<file path="src/design/assert_macros.svh">
// Assertion macros used by the indexer top level.
`ifndef ASSERT_MACROS_SVH
`define ASSERT_MACROS_SVH

`ifndef SYNTHESIS
// Concurrent property check, sampled on the rising edge, off while in reset.
`define VTDI_ASSERT(lbl, clk, rst_n, prop, msg) \
    lbl: assert property (@(posedge clk) disable iff (!rst_n) prop) else $error(msg);
// Check that a condition in one cycle implies a consequence in the next.
`define VTDI_ASSERT_NEXT(lbl, clk, rst_n, ante, cons, msg) \
    lbl: assert property (@(posedge clk) disable iff (!rst_n) (ante) |=> (cons)) else $error(msg);
`else
`define VTDI_ASSERT(lbl, clk, rst_n, prop, msg)
`define VTDI_ASSERT_NEXT(lbl, clk, rst_n, ante, cons, msg)
`endif

`endif

</file>
<file path="src/design/vtdi_pkg.sv">
// Package for the vertex triplet indexer: sizes and the query record.
package vtdi_pkg;

    localparam int TABLE_DEPTH   = 1024;
    localparam int INDEX_BITS    = 20;
    localparam int POS_BITS      = (TABLE_DEPTH > 1) ? $clog2(TABLE_DEPTH) : 1;
    localparam int CNT_BITS      = $clog2(TABLE_DEPTH + 1);

    localparam int FIELD_BITS    = 20;
    localparam int FACE_BITS     = 10;
    localparam int IN_DATA_BITS  = ((3 * FIELD_BITS + 7) / 8) * 8;
    localparam int OUT_DATA_BITS = ((FACE_BITS + 7) / 8) * 8;
    localparam int OUT_USER_BITS = 2;

    // Query travelling down the cell row.
    typedef struct packed {
        logic                  busy;    // slot holds a corner
        logic                  done;    // matched or stored already
        logic                  is_new;  // stored as a new entry
        logic [POS_BITS-1:0]   slot;    // table position once done
        logic [INDEX_BITS-1:0] vtx;
        logic [INDEX_BITS-1:0] uv;
        logic [INDEX_BITS-1:0] nrm;
    } t_query;

endpackage

</file>
<file path="src/design/vtdi_cell.sv">
// One table cell: holds one triplet, compares the passing query, stores at the tail.
module vtdi_cell
    import vtdi_pkg::*;
(
    input  logic                i_clk,
    input  logic                i_rst_n,
    input  logic                i_adv,
    input  logic [POS_BITS-1:0] i_pos,
    input  logic [CNT_BITS-1:0] i_count,
    input  t_query              i_q,
    output t_query              o_q,
    output logic                o_ins
);

    logic [INDEX_BITS-1:0] r_vtx;
    logic [INDEX_BITS-1:0] r_uv;
    logic [INDEX_BITS-1:0] r_nrm;
    t_query                r_q;
    t_query                n_q;
    logic                  w_live;
    logic                  w_tail;
    logic                  w_hit;
    logic                  w_ins;

    // A pending query never sits past the tail, so every cell it meets is
    // either filled or is the tail itself.
    always_comb begin
        w_live = i_q.busy && !i_q.done;
        w_tail = (CNT_BITS'(i_pos) == i_count);
        w_hit  = w_live && !w_tail && (r_vtx == i_q.vtx) && (r_uv == i_q.uv)
                 && (r_nrm == i_q.nrm);
        w_ins  = w_live && w_tail;
        n_q    = i_q;
        if (w_hit || w_ins) begin
            n_q.done   = 1'b1;
            n_q.slot   = i_pos;
            n_q.is_new = w_ins;
        end
    end

    always_ff @(posedge i_clk) begin
        if (!i_rst_n) begin
            r_q.busy <= 1'b0;
        end else if (i_adv) begin
            r_q <= n_q;
        end
        if (i_adv && w_ins) begin
            r_vtx <= i_q.vtx;
            r_uv  <= i_q.uv;
            r_nrm <= i_q.nrm;
        end
    end

    assign o_q   = r_q;
    assign o_ins = i_adv && w_ins;

endmodule

</file>
<file path="config.mk">
export PLATFORM = sky130hd
export DESIGN_NAME = vtdi_cell
export DESIGN_NICKNAME = d
export VERILOG_FILES = /design/src/design/assert_macros.svh /design/src/design/vtdi_pkg.sv /design/src/design/vtdi_cell.sv
export SDC_FILE = /design/constraint.sdc
export NUM_CORES = 1
export LEC_CHECK = 0
export ABC_AREA = 1
export BUFFER_PORTS_ARGS = -buffer_cell sky130_fd_sc_hd__buf_2
export CAP_MARGIN = 40
export CORE_MARGIN = 8
export CORE_UTILIZATION = 55
export CTS_CLUSTER_SIZE = 30
export DETAILED_ROUTE_END_ITERATION = 10
export GPL_TIMING_DRIVEN = 0
export PLACE_DENSITY = 0.89
export SYNTH_ARGS = -nofsm -noshare
export SYNTH_HDL_FRONTEND = slang
export SYNTH_SLANG_ARGS = --single-unit
</file>
<file path="constraint.sdc">
create_clock -name i_clk -period 8.57 [get_ports i_clk]
set_input_delay 1.714 -clock i_clk [delete_from_list [all_inputs] [get_ports i_clk]]
set_output_delay 1.714 -clock i_clk [all_outputs]
set_load 0.02 [all_outputs]
</file>
# Word-level counts from Yosys, hierarchy flattened
# Index checks and enable logic that the tools add are counted.
[classes] n_eq_ne=4 mux=1 n_reduce_logical=11
[op_table] cell="equality test 20 bit" n=3
[op_table] cell="equality test 10 x 11 -> 1 bit" n=1
[op_table] cell="2-to-1 mux 11 bit" n=1
[op_table] cell="logical AND 1 bit" n=7
[op_table] cell="logical NOT 1 bit" n=2
[op_table] cell="AND reduction 2 bit" n=1
[op_table] cell="logical OR 1 bit" n=1
[totals] register_bits=133 in_bits=97 output_inout_bits=74 word_cells=26

# Depth between registers and ports, before layout
[logic_depth] depth_word=8 ltp_mapped=12 mapped_depth_nobuf=12

# Worst setup path before layout
# OpenSTA, ideal clock, no wires.
[synth_path] path_type="input-to-output" start="input port i_count[5]" end="output port o_ins" arrival_time_ps=5220 path_slack_ps=1636 cell_stages=5 cell_sequence="xor2_1 -> nor3_1 -> nand3_4 -> buf_6 -> nor2_1"
[synth_via] elab_chain_cells=3
[synth_rtl] element="from (decl)" line_no="vtdi_cell.sv:9" source="input logic [CNT_BITS-1:0] i_count,"
[synth_rtl] element="equality test 10 x 11 -> 1 bit" line_no="vtdi_cell.sv:29" source="w_tail = (CNT_BITS'(i_pos) == i_count);"
[synth_rtl] element="logical AND 1 bit" line_no="vtdi_cell.sv:32" source="w_ins = w_live && w_tail;"
[synth_rtl] element="logical AND 1 bit" line_no="vtdi_cell.sv:55" source="assign o_ins = i_adv && w_ins;"
[synth_rtl] element="to (decl)" line_no="vtdi_cell.sv:12" source="output logic o_ins"
# Every way passes these cells.

# Worst setup path in the final report
# Same ends and word-level chain as after synthesis.

==> metrics <==
Synth-to-Final Area Change 30.0%; Tcrit/Tclk final 0.575; maxcap violations 0; critical path endpoint category primary output; Die X around 120 µm; Critical Path AT 3.22 ns; Distinct cells, synth 21; r2r startpoint r_nrm[4]$_DFFE_PP_; clk buf depth 2; Synth Area in Adders 0; Hold Slack 0.553 ns; Critical Path Source i_count[5]; CORE AREA 9820 µm²; CTS Buf Count 17; via count a little over 4,000; FF-to-FF End o_q[64]$_DFFE_PP_; Sw Pwr about 0.00035 W; cell row count 36; Clk pwr share 0.455; number of DRC markers in iteration 0 247; global route overflow 0; pwr/cell area 222 nW/µm²; CP endpoint o_ins; Root Buffer clkbuf_8; number of vias per cell 4.80; Die H 117 µm; share of cells above drive strength 1 0.300; Final nets 804; I/O Buffers 170; DP HPWL approximately 9600 µm; final hold violations 0; sequential area share after synthesis 0.715; leakage 3.42 nW; mapped cell area 5570 µm²; clk sinks approximately 130; Reg clk slew, reported paths 0.06 ns; initial antenna violation count 0; CTS tree done; largest net degree at the start of global routing 73; Post-DP Area between 6000 and 7000 µm²; syn avg cell area 10.8 µm²; critical path type in -> out; initial core utilization 0.567; # DRC 0; final setup vio count 0; cells on worst reg2reg path 11; status complete, no violations; Slew Viols, Final 0; CP Launch Type input port; # hold bufs at CTS 0; Inserted Diodes 0; #FFs+latches synth 133; Total Wirelength approximately 13,000 µm; GP Congestion between 0.8 and 0.9; main combinational cell family by area after synthesis simple AND/OR/NAND/NOR gates; Int Pwr 0.00126 W; total chip power roughly 0.0016 W; Ys Warns 0; final std cells w/o fill ~850; complex-gate fraction of the synthesized area 0.0171; R2R setup slack 6.77 ns; fin crit period 4.93 ns; Worst-Skew Late Latency 0.50 ns; post-cts sizing count 0; post-route cell area 7240 µm²; Global Route Usage Sum 0.192; Hold Crit Class reg -> reg; Synth Area in XOR/XNOR 0.0110; slew margin rel. 0.403; H-tree Lvls 4; RSZ-0062 raised after global routing no; mux cell area share after synthesis 0; Inst Count DP 821; Top-Level Pins 171; vias in the first global route 4,163; worst-path fanout max 31; Worst-Margin Slew around 0.89 ns; die area 13,600 µm²; antenna-violating nets left 0; syn nets 613; maximum vdd drop 0.139 mV; first-pass GRT wire length 19,700 µm; Post-CTS Setup Repair Bufs 0; switching share of power 0.218; Routed WL per cell about 15 µm; required time of the critical path roughly 6.9 ns; Fin Clk Skew 0.00492 ns; fmax 0.203 GHz; first drt pass iteration count 4; Simple-Gate Fraction of Synth Area 0.184; Sequential Power Share 0.466; combinational power share 0.079; Post-Syn Instances 516
-- layer usage --
| metal | up-vias | GRT usage | wire length, µm |
|---|---|---|---|
| met4 | 0 | 0.0904 | 278 |
| li1 | 2016 | - | - |
| met1 | 1894 | 0.209 | 4930 |
| met3 | 25 | 0.0558 | 969 |
| met2 | 161 | 0.338 | 6910 |
| met5 | - | 0 | 0 |
-- flip-flops by register name (all words and copies together) (netlist names) --
name and cells:
r_vtx 20, r_nrm 20, r_uv 20, o_q 73
-- placed cells by master (no fill, tap or decap), types with 2 or more instances in the layout --
| master | count |
|---|---|
| clkinv_4 | 2 |
| edfxtp_1 | 132 |
| nand3b_1 | 2 |
| o21ai_0 | 13 |
| buf_6 | 2 |
| buf_2 | 170 |
| or2_2 | 5 |
| clkinv_1 | 2 |
| clkinv_2 | 3 |
| inv_1 | 100 |
| clkbuf_16 | 16 |
| nand3_1 | 10 |
| nand2_2 | 2 |
| xnor2_1 | 2 |
| nand2_1 | 175 |
| o2111ai_1 | 2 |
| bufinv_16 | 4 |
| nor2_1 | 55 |
| buf_12 | 2 |
| xor2_1 | 5 |
| clkinvlp_4 | 2 |
| nor2_2 | 2 |
-- logic make-up after synthesis --
group / after synthesis
simple gates: 256
flops: 133
buf+inv: 103
compound gates: 17
xor+xnor: 7
-- worst max-delay path: stages --
cell,delay [ns]
buf_2,0.10
xor2_1,0.15
nor3_1,0.34
nand3_4,0.15
buf_6,0.17
nor2_4,0.16
buf_12,0.22
buf_2,0.20
-- Yosys cell counts --
library cell	count	area (µm²)
o2111ai_1	2	17.5
nand3_4	1	17.5
or2_2	5	31.3
o211ai_1	1	7.51
nor2_1	56	210
nand3_2	1	10.0
xnor2_1	2	17.5
nand2_1	175	657
edfxtp_1	132	3960
nand2_2	2	12.5
nor2_2	2	12.5
xor2_1	5	43.8
nand3_1	10	50.1
nand4_1	1	6.26
a21oi_1	1	5.00
nand3b_1	2	15.0
nor3_1	1	5.00
o21ai_0	13	65.1
dfxtp_1	1	20.0
buf_6	2	22.5
inv_1	101	379
-- cell type report --
class | count | area (µm²)
Buffer | 2 | 22.5
Clock buffer | 18 | 418
Clock inverter | 14 | 184
Fill cell | 673 | 2580
Inverter | 101 | 382
Multi-Input combinational cell | 280 | 1190
Sequential cell | 133 | 3980
Tap cell | 133 | 166
Timing Repair Buffer | 172 | 891
-- power groups by stage --
stage               combinational, W  sequential [W]  clock (W)
global route                0.000138        0.000750   0.000768
detailed placement          0.000127        0.000762          0
floorplan                  0.0000298        0.000794          0
CTS                         0.000127        0.000749   0.000739
global placement            0.000121        0.000761          0
finish                      0.000127        0.000748   0.000731
-- how the worst min path moves through the flow --
stage / from / end / slack (ns) / cells past startpoint
2_1_floorplan: o_q[72]$_SDFFE_PN0P_ / o_q[72]$_SDFFE_PN0P_ / 0.61 / 2
3_3_place_gp: o_q[72]$_SDFFE_PN0P_ / o_q[72]$_SDFFE_PN0P_ / 0.52 / 2
3_5_place_dp: o_q[72]$_SDFFE_PN0P_ / o_q[72]$_SDFFE_PN0P_ / 0.55 / 2
4_1_cts: o_q[72]$_SDFFE_PN0P_ / o_q[72]$_SDFFE_PN0P_ / 0.55 / 2
5_1_grt: o_q[72]$_SDFFE_PN0P_ / o_q[72]$_SDFFE_PN0P_ / 0.61 / 2
6_report: o_q[72]$_SDFFE_PN0P_ / o_q[72]$_SDFFE_PN0P_ / 0.55 / 2
-- per-stage QoR --
step	worst slack, ns	util	setup TNS [ns]
detailed placement	3.63	0.676	0
finish	3.64	0.737	0
global route	3.54	0.737	0
floorplan	1.64	-	0
global placement	-0.103	0.671	-0.103
CTS	3.63	0.737	0
(Power assumes the default switching activity.)
